$ cat src/sts_pkg.sv
// Shared types, constants and helper functions for the SQL token scanner.
package sts_pkg;

    // Longest token the length counter tracks before it saturates
    localparam int MAX_TOKEN_LENGTH = 255;
    localparam int CNT_W = $clog2(MAX_TOKEN_LENGTH + 1);

    // Keyword window and keyword table geometry
    localparam int WIN_BYTES = 6;
    localparam int WIN_W = 8 * WIN_BYTES;
    localparam int KW_COUNT = 9;

    // Queue between front and back
    localparam int QUEUE_DEPTH = 4;
    localparam int QPTR_W = $clog2(QUEUE_DEPTH);

    // Special characters
    localparam logic [7:0] CHAR_NUL = 8'h00;
    localparam logic [7:0] CHAR_QUOTE = 8'h27;
    localparam logic [7:0] CHAR_UNDERSCORE = 8'h5F;

    // Keywords packed right-aligned, first character in the highest used byte
    localparam logic [WIN_W-1:0] KW_TEXT [KW_COUNT] = '{
        48'h53454C454354,  // SELECT
        48'h000046524F4D,  // FROM
        48'h005748455245,  // WHERE
        48'h494E53455254,  // INSERT
        48'h0000494E544F,  // INTO
        48'h56414C554553,  // VALUES
        48'h44454C455445,  // DELETE
        48'h555044415445,  // UPDATE
        48'h000000534554   // SET
    };
    localparam logic [2:0] KW_LEN [KW_COUNT] = '{
        3'd6, 3'd4, 3'd5, 3'd6, 3'd4, 3'd6, 3'd6, 3'd6, 3'd3
    };

    // Scanner mode, one-hot
    typedef enum logic [3:0] {
        MODE_IDLE = 4'b0001,
        MODE_WORD = 4'b0010,
        MODE_NUM  = 4'b0100,
        MODE_STR  = 4'b1000
    } t_mode;

    // Token kinds as reported on the output
    typedef enum logic [2:0] {
        KIND_KEYWORD = 3'd0,
        KIND_IDENT   = 3'd1,
        KIND_NUMBER  = 3'd2,
        KIND_STRING  = 3'd3,
        KIND_SYMBOL  = 3'd4,
        KIND_END     = 3'd5
    } t_kind;

    // One result request
    typedef struct packed {
        t_kind       kind;
        logic [7:0]  tok_byte;
        logic        present;
        logic        done;
        logic [7:0]  length;
        logic [3:0]  kw_num;
        logic        last;
    } t_result;

    // All result requests caused by one input byte
    typedef struct packed {
        logic [1:0]        n;
        t_result [2:0]     res;
    } t_run;

    // Keyword lookup outcome
    typedef struct packed {
        logic        hit;
        logic [3:0]  idx;
    } t_kw_hit;

    function automatic logic f_is_letter(input logic [7:0] b);
        return (b >= 8'd65 && b <= 8'd90) || (b >= 8'd97 && b <= 8'd122);
    endfunction

    function automatic logic f_is_digit(input logic [7:0] b);
        return b >= 8'd48 && b <= 8'd57;
    endfunction

    function automatic logic f_is_punct(input logic [7:0] b);
        return b >= 8'd33 && b <= 8'd126 && !f_is_letter(b) && !f_is_digit(b);
    endfunction

    function automatic t_kind f_mode_kind(input t_mode m);
        t_kind k;
        case (m)
            MODE_NUM: k = KIND_NUMBER;
            MODE_STR: k = KIND_STRING;
            default:  k = KIND_IDENT;
        endcase
        return k;
    endfunction

    // Compare window and count against every keyword in parallel
    function automatic t_kw_hit f_keyword(input logic [CNT_W-1:0] cnt,
                                          input logic [WIN_W-1:0] win);
        t_kw_hit h;
        h = '0;
        for (int k = KW_COUNT - 1; k >= 0; k--) begin
            if (cnt == CNT_W'(KW_LEN[k]) && win == KW_TEXT[k]) begin
                h.hit = 1'b1;
                h.idx = 4'(k);
            end
        end
        return h;
    endfunction

    // Reported length saturates at the 8-bit field maximum
    function automatic logic [7:0] f_sat_len(input logic [CNT_W-1:0] cnt);
        logic [31:0] wide;
        wide = 32'(cnt);
        return (wide > 32'd255) ? 8'hFF : wide[7:0];
    endfunction

    // Build the request that closes a token
    function automatic t_result f_close(input t_mode m,
                                        input logic [CNT_W-1:0] cnt,
                                        input logic [WIN_W-1:0] win,
                                        input logic [7:0] b,
                                        input logic present);
        t_result r;
        t_kw_hit h;
        h = f_keyword(cnt, win);
        r = '0;
        r.kind = f_mode_kind(m);
        r.tok_byte = present ? b : 8'd0;
        r.present = present;
        r.done = 1'b1;
        r.length = f_sat_len(cnt);
        if (m == MODE_WORD && h.hit) begin
            r.kind = KIND_KEYWORD;
            r.kw_num = h.idx;
        end
        return r;
    endfunction

    // Build an echo request for a byte inside an open token
    function automatic t_result f_echo(input t_kind k, input logic [7:0] b);
        t_result r;
        r = '0;
        r.kind = k;
        r.tok_byte = b;
        r.present = 1'b1;
        return r;
    endfunction

endpackage

$ cat src/sts_front.sv
// Front end: accepts bytes, tracks scanner state and builds result runs.
module sts_front (
    input  logic          i_clk,
    input  logic          i_rst_n,
    input  logic          i_valid,
    output logic          o_stall,
    input  logic [7:0]    i_text_byte,
    input  logic          i_end_of_text,
    input  logic          i_full,
    output logic          o_push,
    output sts_pkg::t_run o_run
);
    import sts_pkg::*;

    t_mode              r_mode, n_mode;
    logic [WIN_W-1:0]   r_win, n_win;
    logic [CNT_W-1:0]   r_cnt, n_cnt;
    logic [CNT_W-1:0]   cnt_inc;
    logic [WIN_W-1:0]   win_shift;
    t_result [2:0]      res;
    t_result            cls;
    logic [1:0]         cnt;
    logic               eot;
    logic               cont;
    logic               accept;
    logic [7:0]         b;

    assign b = i_text_byte;
    assign accept = i_valid && !i_full;
    assign o_stall = i_full;

    // Saturating count and window shift for a byte that extends the token
    assign cnt_inc = (r_cnt < CNT_W'(MAX_TOKEN_LENGTH)) ? r_cnt + CNT_W'(1) : r_cnt;
    assign win_shift = (r_mode == MODE_WORD && r_cnt < CNT_W'(WIN_BYTES)) ?
                       {r_win[WIN_W-9:0], b} : r_win;
    assign cont = (r_mode == MODE_WORD &&
                   (f_is_letter(b) || f_is_digit(b) || b == CHAR_UNDERSCORE)) ||
                  (r_mode == MODE_NUM && f_is_digit(b)) ||
                  (r_mode == MODE_STR);

    // Classify the byte and collect the requests it causes
    always_comb begin
        n_mode = r_mode;
        n_win = r_win;
        n_cnt = r_cnt;
        res = '0;
        cnt = 2'd0;
        eot = i_end_of_text;
        cls = f_close(r_mode, r_cnt, r_win, CHAR_NUL, 1'b0);
        if (b == CHAR_NUL) begin
            if (r_mode != MODE_IDLE) begin
                res[0] = cls;
                cnt = 2'd1;
            end
            eot = 1'b1;
        end else if (r_mode == MODE_STR && b == CHAR_QUOTE) begin
            res[0] = cls;
            cnt = 2'd1;
            n_mode = MODE_IDLE;
            n_win = '0;
            n_cnt = '0;
        end else if (cont) begin
            n_cnt = cnt_inc;
            n_win = win_shift;
            if (eot) begin
                res[0] = f_close(r_mode, cnt_inc, win_shift, b, 1'b1);
            end else begin
                res[0] = f_echo(f_mode_kind(r_mode), b);
            end
            cnt = 2'd1;
        end else begin
            // Close the broken token, then scan the byte from idle
            if (r_mode != MODE_IDLE) begin
                res[0] = cls;
                cnt = 2'd1;
            end
            n_mode = MODE_IDLE;
            n_win = '0;
            n_cnt = '0;
            if (f_is_letter(b) || f_is_digit(b)) begin
                n_mode = f_is_letter(b) ? MODE_WORD : MODE_NUM;
                n_win = {{(WIN_W-8){1'b0}}, b};
                n_cnt = CNT_W'(1);
                if (eot) begin
                    res[cnt] = f_close(n_mode, CNT_W'(1), n_win, b, 1'b1);
                end else begin
                    res[cnt] = f_echo(f_mode_kind(n_mode), b);
                end
                cnt = cnt + 2'd1;
            end else if (b == CHAR_QUOTE) begin
                n_mode = MODE_STR;
                if (eot) begin
                    res[cnt] = f_close(MODE_STR, '0, '0, CHAR_NUL, 1'b0);
                    cnt = cnt + 2'd1;
                end
            end else if (f_is_punct(b)) begin
                res[cnt] = f_echo(KIND_SYMBOL, b);
                res[cnt].done = 1'b1;
                res[cnt].length = 8'd1;
                cnt = cnt + 2'd1;
            end
        end
        // Append the end token and drop back to reset state
        if (eot) begin
            res[cnt] = '0;
            res[cnt].kind = KIND_END;
            res[cnt].done = 1'b1;
            cnt = cnt + 2'd1;
            n_mode = MODE_IDLE;
            n_win = '0;
            n_cnt = '0;
        end
        if (cnt != 2'd0) begin
            res[cnt - 2'd1].last = 1'b1;
        end
    end

    assign o_push = accept && (cnt != 2'd0);
    assign o_run.n = cnt;
    assign o_run.res = res;

    // Advance scanner state on each accepted byte
    always_ff @(posedge i_clk) begin
        if (!i_rst_n) begin
            r_mode <= MODE_IDLE;
            r_win <= '0;
            r_cnt <= '0;
        end else if (accept) begin
            r_mode <= n_mode;
            r_win <= n_win;
            r_cnt <= n_cnt;
        end
    end

    a_eot_idle: assert property (@(posedge i_clk) disable iff (!i_rst_n)
        (accept && (i_end_of_text || b == CHAR_NUL)) |=> (r_mode == MODE_IDLE && r_cnt == '0))
        else $error("scanner not idle after end of text");

    a_push_last: assert property (@(posedge i_clk) disable iff (!i_rst_n)
        o_push |-> o_run.res[o_run.n - 2'd1].last)
        else $error("pushed run lacks a final marker");

    a_win_idle: assert property (@(posedge i_clk) disable iff (!i_rst_n)
        (r_mode == MODE_IDLE) |-> (r_cnt == '0 && r_win == '0))
        else $error("idle scanner holds token state");

endmodule

$ cat src/sts_queue.sv
// Short queue of result runs between the front and back ends.
module sts_queue (
    input  logic          i_clk,
    input  logic          i_rst_n,
    input  logic          i_push,
    input  sts_pkg::t_run i_run,
    output logic          o_full,
    input  logic          i_pop,
    output logic          o_empty,
    output sts_pkg::t_run o_head
);
    import sts_pkg::*;

    t_run               r_mem [QUEUE_DEPTH];
    logic [QPTR_W-1:0]  r_wr, r_rd;
    logic [QPTR_W:0]    r_count;

    assign o_full = (r_count == (QPTR_W+1)'(QUEUE_DEPTH));
    assign o_empty = (r_count == '0);
    assign o_head = r_mem[r_rd];

    // Store pushed runs
    always_ff @(posedge i_clk) begin
        if (i_push) begin
            r_mem[r_wr] <= i_run;
        end
    end

    // Advance pointers and occupancy
    always_ff @(posedge i_clk) begin
        if (!i_rst_n) begin
            r_wr <= '0;
            r_rd <= '0;
            r_count <= '0;
        end else begin
            if (i_push) begin
                r_wr <= r_wr + QPTR_W'(1);
            end
            if (i_pop) begin
                r_rd <= r_rd + QPTR_W'(1);
            end
            if (i_push && !i_pop) begin
                r_count <= r_count + (QPTR_W+1)'(1);
            end else if (!i_push && i_pop) begin
                r_count <= r_count - (QPTR_W+1)'(1);
            end
        end
    end

    a_no_overflow: assert property (@(posedge i_clk) disable iff (!i_rst_n)
        !(i_push && o_full))
        else $error("push into full queue");

    a_no_underflow: assert property (@(posedge i_clk) disable iff (!i_rst_n)
        !(i_pop && o_empty))
        else $error("pop from empty queue");

    a_count_range: assert property (@(posedge i_clk) disable iff (!i_rst_n)
        r_count <= (QPTR_W+1)'(QUEUE_DEPTH))
        else $error("queue occupancy out of range");

endmodule

$ cat src/sts_back.sv
// Back end: walks each queued run and presents its results one per cycle while the output is not stalled.
module sts_back (
    input  logic             i_clk,
    input  logic             i_rst_n,
    input  logic             i_empty,
    input  sts_pkg::t_run    i_head,
    output logic             o_pop,
    output logic             o_valid,
    input  logic             i_stall,
    output sts_pkg::t_result o_result
);
    import sts_pkg::*;

    logic       r_valid;
    t_result    r_res;
    logic [1:0] r_idx;
    logic       out_free;
    logic       load;
    logic       at_last;

    assign out_free = !r_valid || !i_stall;
    assign load = out_free && !i_empty;
    assign at_last = (r_idx == i_head.n - 2'd1);
    assign o_pop = load && at_last;
    assign o_valid = r_valid;
    assign o_result = r_res;

    // Hold the output request until taken, then step through the run
    always_ff @(posedge i_clk) begin
        if (!i_rst_n) begin
            r_valid <= 1'b0;
            r_idx <= '0;
        end else begin
            if (out_free) begin
                r_valid <= !i_empty;
            end
            if (load) begin
                r_idx <= at_last ? 2'd0 : r_idx + 2'd1;
            end
        end
    end

    always_ff @(posedge i_clk) begin
        if (load) begin
            r_res <= i_head.res[r_idx];
        end
    end

    a_idx_range: assert property (@(posedge i_clk) disable iff (!i_rst_n)
        !i_empty |-> (r_idx < i_head.n))
        else $error("run index beyond run length");

    a_idx_zero_empty: assert property (@(posedge i_clk) disable iff (!i_rst_n)
        i_empty |-> (r_idx == 2'd0))
        else $error("partial run left with empty queue");

endmodule

$ cat src/sql_token_scanner_top.sv
// Top level of the SQL token scanner: front end, run queue and back end.
// Each byte's results are written into the run queue, then loaded into the output register.
// Throughput: one byte per cycle while each byte yields at most one result and the
// output is not stalled; the single output register shows a byte's results in turn,
// and the four-run queue absorbs the difference until it fills and stalls the input.
// Reset (synchronous, active low) clears scanner state, the queue and output valid.
module sql_token_scanner_top (
    input  logic       i_clk,
    input  logic       i_rst_n,
    input  logic       i_valid,
    output logic       o_stall,
    input  logic [7:0] i_text_byte,
    input  logic       i_end_of_text,
    output logic       o_valid,
    input  logic       i_stall,
    output logic [2:0] o_token_kind,
    output logic [7:0] o_token_byte,
    output logic       o_byte_present,
    output logic       o_token_done,
    output logic [7:0] o_token_length,
    output logic [3:0] o_keyword_number,
    output logic       o_last_of_run
);
    import sts_pkg::*;

    logic    push, full, pop, empty;
    t_run    run_in, run_head;
    t_result res;

    sts_front u_front (
        .i_clk         (i_clk),
        .i_rst_n       (i_rst_n),
        .i_valid       (i_valid),
        .o_stall       (o_stall),
        .i_text_byte   (i_text_byte),
        .i_end_of_text (i_end_of_text),
        .i_full        (full),
        .o_push        (push),
        .o_run         (run_in)
    );

    sts_queue u_queue (
        .i_clk   (i_clk),
        .i_rst_n (i_rst_n),
        .i_push  (push),
        .i_run   (run_in),
        .o_full  (full),
        .i_pop   (pop),
        .o_empty (empty),
        .o_head  (run_head)
    );

    sts_back u_back (
        .i_clk    (i_clk),
        .i_rst_n  (i_rst_n),
        .i_empty  (empty),
        .i_head   (run_head),
        .o_pop    (pop),
        .o_valid  (o_valid),
        .i_stall  (i_stall),
        .o_result (res)
    );

    // Unpack the result request onto the output fields
    assign o_token_kind = res.kind;
    assign o_token_byte = res.tok_byte;
    assign o_byte_present = res.present;
    assign o_token_done = res.done;
    assign o_token_length = res.length;
    assign o_keyword_number = res.kw_num;
    assign o_last_of_run = res.last;

endmodule
$ cat config.mk
export PLATFORM = sky130hd
export DESIGN_NAME = sql_token_scanner_top
export DESIGN_NICKNAME = d
export VERILOG_FILES = /design/src/sts_pkg.sv /design/src/sts_front.sv /design/src/sts_queue.sv /design/src/sts_back.sv /design/src/sql_token_scanner_top.sv
export SDC_FILE = /design/constraint.sdc
export NUM_CORES = 1
export LEC_CHECK = 0
export BUFFER_PORTS_ARGS = -buffer_cell sky130_fd_sc_hd__buf_4
export CELL_PAD_IN_SITES_DETAIL_PLACEMENT = 1
export CELL_PAD_IN_SITES_GLOBAL_PLACEMENT = 2
export CORE_MARGIN = 1.5
export CORE_UTILIZATION = 47
export DETAILED_ROUTE_END_ITERATION = 6
export PLACE_DENSITY_LB_ADDON = 0.25
export SLEW_MARGIN = 10
export SYNTH_ARGS = -nofsm -noshare
export SYNTH_HDL_FRONTEND = slang
export SYNTH_SLANG_ARGS = --single-unit
$ cat constraint.sdc
create_clock -name i_clk -period 6.7 [get_ports i_clk]
set_input_delay 0.335 -clock i_clk [delete_from_list [all_inputs] [get_ports i_clk]]
set_output_delay 0.335 -clock i_clk [all_outputs]
set_load 0.1 [all_outputs]
### Word-level counts from Yosys, hierarchy flattened

Memory sizes are Yosys's and may differ from the RTL's. A register that Yosys moved wholly into a read port is not among the register bits.
Cells that the tools add are included.

* bitwise operators: 5
* $add $sub $neg: 10
* equal/unequal tests: 38
* magnitude comparators: 17
* reductions and logical operators: 59
* muxes and demuxes: 119

Operators with widths (count)
* bitwise mux 78 bit: 8
* two-way mux 78 bit: 7
* == test 48 x 47 -> 1 bit (second input constant): 10
* demux 26 bit (select 2 bit): 7
* two-way mux 26 bit: 12
* two-way mux 48 bit: 5
* == test 48 x 31 -> 1 bit (second input constant): 4
* two-way mux 52 bit: 3
* two-way mux 5 bit: 22
* == test 48 x 23 -> 1 bit (second input constant): 2
* == test 48 x 39 -> 1 bit (second input constant): 2
* bitwise AND 78 bit: 1
* NOT 78 bit: 1
* bitwise AND 23 x 69 -> 69 bit: 1
* NOT 69 bit: 1
* binary-select mux 26 bit (select 2 bit): 1
* == test 8 x 3 -> 1 bit (second input constant): 6
* two-way mux 8 bit: 6
* two-way mux 3 bit: 15
* logical AND 1 bit: 39
* two-way mux 4 bit: 8
* two-way mux 14 bit: 2
* two-way mux 2 bit: 14
* less-or-equal comparator 8 x 7 -> 1 bit (second input constant): 3
* 34 further kinds: 68

* memories: 1
* bits in writable memories: 320
* register bits after elaboration: 96
* output and inout port bits: 28
* logic and storage cells: 264

Memories
* u_queue.r_mem: words 4, bits a word 80, rd ports 1, clocked after memory_dff 1, wr ports 1, line sts_queue.sv:14 `t_run r_mem [QUEUE_DEPTH];`

### Longest topological paths before layout

Gate-level depths: netlist of run 1.

* word-level depth: 32
* mapped depth: 19

### Cells and area by module

Synthesis of run 1 repeated with hierarchy kept, for this count alone.

* cells, all modules: 1345
* area, all modules: 19035.8 µm²

By module, submodules not included
* sts_queue: cells each 461, sequential area each 9789.4 µm², times used 1, area each 12071.6 µm²
* sts_front: cells each 749, sequential area each 1201.2 µm², times used 1, area each 5464.0 µm²
* sts_back: cells each 135, sequential area each 840.8 µm², times used 1, area each 1500.2 µm²

### Worst setup path after synthesis of run 1

OpenSTA, ideal clock, no wires.

* kind: register to register
* start: register u_queue.r_count[0]
* end: memory u_queue.r_mem[0][0] (netlist bit), enable pin
* required time: 6.237 ns
* cell stages (with the launch flop): 5
* arrival: 4.011 ns
* setup time: 0.463 ns
* buffers on the path: 0
* path slack: 2.225 ns
* cell sequence: dfxtp_1 -> nor3b_1 -> nor2b_1 -> o31a_4 -> and2_1

* word-level cells in the longest chain between the ends: 6

Ends and longest elaborated chain
* from (decl): line sts_queue.sv:16 `logic [QPTR_W:0] r_count;`
* from (signal assigned): line sts_queue.sv:43 `r_count <= r_count + (QPTR_W+1)'(1);`
* from (signal assigned): line sts_queue.sv:45 `r_count <= r_count - (QPTR_W+1)'(1);`
* == test 3 bit: line sts_queue.sv:18 `assign o_full = (r_count == (QPTR_W+1)'(QUEUE_DEPTH));`
* named net o_stall: line sql_token_scanner_top.sv:11 `output logic o_stall,`
* zero test 1 bit: line sts_front.sv:29 `assign accept = i_valid && !i_full;`
* logical AND 1 bit: line sts_front.sv:29
* logical AND 1 bit: line sts_front.sv:118 `assign o_push = accept && (cnt != 2'd0);`
* named net push: line sql_token_scanner_top.sv:26 `logic push, full, pop, empty;`
* two-way mux 1 bit: line sts_queue.sv:24 `if (i_push) begin`
* two-way mux 1 bit (implied by the code): line sts_queue.sv:25 `r_mem[r_wr] <= i_run;`
* to (decl): line sts_queue.sv:14

The timed path passes the listed nets, and every way through them passes these cells.

==> results of run 1 <==
worst register-to-register path, delay by kind of cell (launching register included):
family | cells | cell delay (ns)
compound gates | 3 | 0.71
flops | 1 | 0.45
mux | 1 | 0.62
simple gates | 4 | 2.23
cell usage after synthesis, types with 16 or more instances:
cell      count
edfxtp_1    206
nor2b_1      75
dfxtp_1      72
nand2_1      67
nor2_1       67
a22oi_1      55
clkbuf_1     50
mux4_2       45
nand3_1      41
a21oi_1      36
nand4_1      34
nor4_1       30
and2_1       29
nor3_1       26
o21ai_0      21
mux2i_1      20
ha_1         17
and3_1       16
inv_1        16
sequential cells by signal, summed over array words and instances (netlist names), named ones only:
| name | cells |
|---|---|
| u_front.r_win | 48 |
| u_queue.r_mem | 180 |
| u_front.r_mode | 4 |
| u_back.o_valid | 1 |
| u_back.r_idx | 2 |
| u_queue.r_count | 3 |
| u_front.r_cnt | 8 |
| u_queue.r_wr | 2 |
| u_back.o_result | 26 |
| u_queue.r_rd | 2 |
metrics by stage:
step                      area (sq um)  instances
after floorplan                  13700       1133
final                            15300       1548
after CTS                        15300       1548
after detailed placement         14300       1494
after global placement           14300       1494
after global routing             15300       1548
worst paths after layout:
kind	end	cells after the start
max	u_queue.r_mem[2][23]	8
min	u_back.o_valid	3
max reg2reg	u_queue.r_mem[2][23]	8
min reg2reg	u_queue.r_wr[1]	2
cell type report:
class,count,area (sq um)
clock buffer,38,820
clock inverter,16,218
fill,2957,13400
inverter,18,68.8
multi-input combinational,761,5720
sequential,278,7630
tap,384,480
timing repair buffer,53,398
logic make-up (layout without fill, tap and decap cells):
kind of cell / count (synthesis) / count (layout) / synth area share
AOI/OAI and AO/OA: 183 / 183 / 0.0939
xor gates and xnor gates: 10 / 10 / 0.00638
adders and majority gates: 18 / 18 / 0.0170
buffers and inverters: 94 / 125 / 0.0304
DFF: 278 / 278 / 0.556
muxes: 68 / 68 / 0.0912
other: 1 / 4 / 0.000273
and+or+nand+nor: 478 / 478 / 0.205
placed cells by master, fill, tap and decap left out, types with 5 or more instances in the layout:
cell type | Yosys | final
nor4_1 | 30 | 30
clkbuf_8 | 0 | 6
a21boi_0 | 5 | 5
mux4_2 | 45 | 45
nand2_1 | 67 | 67
nand4_1 | 34 | 34
a22oi_1 | 55 | 55
o31ai_1 | 6 | 6
and3_1 | 16 | 16
o22ai_1 | 8 | 8
nand3_1 | 41 | 41
nor3b_1 | 10 | 10
mux2i_1 | 20 | 20
nor4bb_1 | 8 | 8
nor2b_1 | 75 | 75
and4_1 | 6 | 6
and2_1 | 29 | 25
inv_1 | 16 | 16
o211ai_1 | 6 | 6
o21ai_0 | 21 | 21
nor4b_1 | 14 | 14
clkbuf_16 | 0 | 29
edfxtp_1 | 206 | 206
nand2b_1 | 6 | 6
nor3_1 | 26 | 26
ha_1 | 17 | 17
a21oi_1 | 36 | 35
dfxtp_1 | 72 | 70
buf_4 | 2 | 53
xnor2_1 | 7 | 7
nor2_1 | 67 | 66
metal layers:
layer,share of wire,vias to the layer above,GRT usage
li1,-,4403,-
met1,0.44,4983,0.358
met2,0.49,298,0.436
met3,0.044,83,0.0316
met4,0.033,0,0.0848
met5,0,-,0
power by group:
| group | switching [mW] | internal, mW |
|---|---|---|
| combinational | 1.21 | 0.512 |
| clock | 0.703 | 1.02 |
| sequential | 0.114 | 2.14 |
| total | 2.02 | 3.68 |
==> run summary, run 1 <==
endpoints failing setup -> 0
GP Congestion -> 0.918
final setup TNS -> 0 ns
Min-Delay Path Class -> in2reg
Cell Chain, Critical Path -> nor4b_4, nand4_1, mux2_2, o2111ai_1, a21oi_1, nor4_1, nand4_1, a21oi_1
Tcrit/Tclk final -> 0.635
IR drop worst, VDD -> 0.000179 V
WL final -> 39100 um
CTS clock-pin slew for the worst setup and hold paths -> 0.07 ns
synth unique cells -> 82
number of global-route vias before repair -> 10046
Post-synth EDFFs -> 206
# Max-Cap Violations -> 0
total power -> 5.70 mW
Layout area overhead -> 11.7%
final antenna-violating net count -> 0
final core occ -> 0.534
via density per instance -> 6.31
hpwl dp -> 26700 um
Place WS -> 1.88 ns
Pleak -> 4.96 nW
Critical path origin -> u_front.r_mode[1]
Post-synth top flop -> edfxtp_1
max_slew headroom -> 0.272
clk_lat worst skew -> 0.57 ns
wire length per cell -> 25.3 um
hold_buf cts -> 0
status -> completed
largest net degree at the start of global routing -> 73
H-tree Lvls -> 1
DR pass1 iterations -> 5
Max Root-Sink Buffers -> 3
R2R Setup Slk -> 2.45 ns
Slew Viols, Final -> 0
fin worst setup slack -> 2.45 ns
setup repair after global routing missed its margin -> no
die height -> 174 um
area share of the largest cell type after synthesis -> 0.451
synthesized area -> 0.0137 sq mm
Post-CTS Setup Inserts -> 0
Rows -> 62
total CTS buffers -> 29
critical path class -> reg2reg
Worst R2R Start -> u_front.r_mode[1]
Crit path arrival time -> 4.57 ns
delay-heaviest family, CP -> simple AND/OR/NAND/NOR gates
Syn Inst Count -> 1130
PostCTS Resize Cnt -> 0
core area -> 0.0287 sq mm
Buf/Inv on CP -> 0
die area -> 0.0302 sq mm
initial antenna violation count -> 0
Max Fclk -> 235 MHz
DRC violations left -> 0
crit path time final -> 4.25 ns
die span in x -> 174 um
clock root cell -> clkbuf_16
post-synthesis sequential area ratio -> 0.556
endpoints failing hold -> 0
ys async rst share -> 0
CP max FO -> 21
Mapped Avg Cell Area -> 12.1 sq um
Yosys reg bits -> 278
Hold Crit Start -> i_stall
Worst path slowest cell -> nand4_1
crit end category -> register
# clock sinks -> 278
Ant. Diodes -> 0
area leader, netlist -> edfxtp_1
CP Launch Type -> register
gr usage total -> 0.262
CTS tree -> built
ranking of synthesized cells by area -> edfxtp_1 45%, dfxtp_1 11%, mux4_2 7.4%
Least-Margin Pin Slew -> 1.08 ns
fraction of layout cells with a size suffix above 1 -> 0.169
nets -> 1172
max incr delay on CP -> 0.97 ns
total congestion overflow -> 0
WP data required -> 7.02 ns
Post-Route Skew -> 0.0124 ns
Initial DRC Count -> 865
Cell Pwr Density -> 372 mW/mm^2
port bufs -> 40
starting density of the core -> 0.478
global-route wire length before repair -> 61300 um
IO Pins -> 41
Vias -> 9767
number of synthesis warnings -> 0
Worst Hold Slack -> 0.0785 ns
Power figures use the tool's default switching activity.
==> inputs of run 2 (changes only) <==
--- a/config.mk
+++ b/config.mk
@@ -9,7 +9,7 @@
 export CELL_PAD_IN_SITES_DETAIL_PLACEMENT = 1
 export CELL_PAD_IN_SITES_GLOBAL_PLACEMENT = 2
 export CORE_MARGIN = 1.5
-export CORE_UTILIZATION = 47
+export CORE_UTILIZATION = 44
 export DETAILED_ROUTE_END_ITERATION = 6
 export PLACE_DENSITY_LB_ADDON = 0.25
 export SLEW_MARGIN = 10
==> constraint.sdc (replaced) <==
create_clock -name i_clk -period 4.3 [get_ports i_clk]
set_input_delay 0.215 -clock i_clk [delete_from_list [all_inputs] [get_ports i_clk]]
set_output_delay 0.215 -clock i_clk [all_outputs]
set_load 0.1 [all_outputs]
==> run 2 against run 1 <==
  * Utilization fell by 2.5 points
  * Wire length rose by 1.9%
  * Cell count is 3.1% higher
  * Sequential share of layout area down 0.86 points
  * Die area up 6.7%
  * Fmax is 3.8% higher
  * Critical path type unchanged
  * Largest cell class unchanged
  * Largest power group unchanged
  * Highest routed layer unchanged
==> run summary, run 2 (synthesized netlist as in run 1, its figures left out) <==
status -> completed
Crit path arrival time -> 4.60 ns
Reg with most FFs -> u_queue.r_mem
Post-Route Skew -> 0.0248 ns
die height -> 180 um
CP max FO -> 13
DR pass1 iterations -> 7
fraction of layout cells with a size suffix above 1 -> 0.188
number of global-route vias before repair -> 10310
hpwl dp -> 27900 um
largest net degree at the start of global routing -> 73
critical path class -> reg2reg
most common cell after layout, fill and taps aside -> edfxtp_1
# Max-Cap Violations -> 0
Pleak -> 5.12 nW
WP data required -> 4.81 ns
Least-Margin Pin Slew -> 0.952 ns
final antenna-violating net count -> 0
clock root cell -> clkbuf_16
Initial DRC Count -> 708
clk_lat worst skew -> 0.59 ns
Rows -> 64
max incr delay on CP -> 0.61 ns
H-tree Lvls -> 1
die span in x -> 180 um
WL final -> 39800 um
# clock sinks -> 278
wire length per cell -> 25.0 um
endpoints failing hold -> 0
DRC violations left -> 0
Post-CTS Setup Inserts -> 0
starting density of the core -> 0.447
Max Fclk -> 244 MHz
max_slew headroom -> 0.356
GP Congestion -> 0.921
total power -> 8.77 mW
nets -> 1207
CP Launch Type -> register
core area -> 0.0307 sq mm
via density per instance -> 6.15
max reg flops -> 180
Worst Hold Slack -> 0.0304 ns
port bufs -> 40
endpoints failing setup -> 0
total congestion overflow -> 0
Min-Delay Path Class -> in2reg
most frequent CP cell -> ha_1
crit end category -> register
Tcrit/Tclk final -> 0.953
IO Pins -> 41
setup repair after global routing missed its margin -> no
Cell Chain, Critical Path -> or4b_4, clkinv_2, ha_1, nor2_1, o21ai_0, nor3_2, nand2_1, nand2_1, ha_1, mux2_4, o31a_4, ha_1, inv_1, fa_1, xor2_1, or3_1, a21boi_0
Buf/Inv on CP -> 2
Place WS -> 0.00207 ns
CTS clock-pin slew for the worst setup and hold paths -> 0.06 ns
crit path time final -> 4.10 ns
CTS tree -> built
Vias -> 9811
delay-heaviest family, CP -> simple AND/OR/NAND/NOR gates
global-route wire length before repair -> 61900 um
Cell Pwr Density -> 562 mW/mm^2
final setup TNS -> 0 ns
initial antenna violation count -> 1
Worst path slowest cell -> or4b_4
IR drop worst, VDD -> 0.000306 V
gr usage total -> 0.245
Layout area overhead -> 13.7%
Max Root-Sink Buffers -> 3
Slew Viols, Final -> 0
fin worst setup slack -> 0.203 ns
Ant. Diodes -> 0
total CTS buffers -> 30
die area -> 0.0323 sq mm
commonest non-fill, non-tap cells in the layout -> 206 x edfxtp_1, 82 x buf_4, 75 x nor2b_1
[run 2: cell types whose count changed in the layout (fill, tap and decap cells not counted), moves of 2 or more]
cell,delta
buf_12,+4
buf_4,+29
bufinv_16,-2
clkbuf_1,+4
clkbuf_16,+2
clkbuf_8,-5
clkinv_1,+4
clkinv_2,+2
clkinvlp_4,-2
[run 2: path summary, 6_finish.rpt]
check                                       start                  to  slack, ns  depth (start not counted)
worst max-delay path            u_front.r_mode[0]  u_queue.r_count[2]       0.20                         17
worst min-delay path               i_text_byte[5]    u_front.r_win[5]       0.03                          3
worst max register to register  u_front.r_mode[0]  u_queue.r_count[2]       0.20                         17
worst min register to register     u_back.o_valid      u_back.o_valid       0.52                          2
[run 2: worst register-to-register path: stages (launching register included)]
cell	delay (ns)
dfxtp_1	0.46
or4b_4	0.62
clkinv_2	0.14
ha_1	0.23
nor2_1	0.10
o21ai_0	0.11
nor3_2	0.21
nand2_1	0.08
nand2_1	0.13
ha_1	0.24
mux2_4	0.31
o31a_4	0.33
ha_1	0.24
inv_1	0.09
fa_1	0.19
xor2_1	0.07
or3_1	0.30
a21boi_0	0.17
[run 2: where the power goes]
group          internal [mW]  switching (mW)  total, mW
logic                  0.816            1.88       2.70
registers               3.33           0.182       3.51
clock network           1.47            1.09       2.56
total                   5.61            3.16       8.77
[run 2: layer usage]
| layer | track usage | routed length, um | vias to the layer above |
|---|---|---|---|
| li1 | - | - | 4483 |
| met1 | 0.324 | 17300 | 4966 |
| met2 | 0.409 | 19200 | 268 |
| met3 | 0.0302 | 1570 | 94 |
| met4 | 0.102 | 1750 | 0 |
| met5 | 0 | 0 | - |
[run 2: per-stage QoR]
step / std cells / area, sq um / utilization
after floorplan: 1133 / 13700 / -
after CTS: 1596 / 15600 / 0.509
after global placement: 1539 / 14600 / 0.477
after global routing: 1596 / 15600 / 0.509
final: 1596 / 15600 / 0.509
after detailed placement: 1539 / 14600 / 0.477
[run 2: area by class of cell]
cell class                      instances  area (sq um)
Fill cell                            3184         15100
Sequential cell                       278          7630
Inverter                               18          68.8
Multi-Input combinational cell        761          5720
Timing Repair Buffer                   87           706
Clock buffer                           40           821
Clock inverter                         16           158
Tap cell                              396           495
[run 2: what timing repair did]
item                      CTS  global route
hold buffers                1             0
hold endpoints to repair    1             0
gates resized for setup     0             0
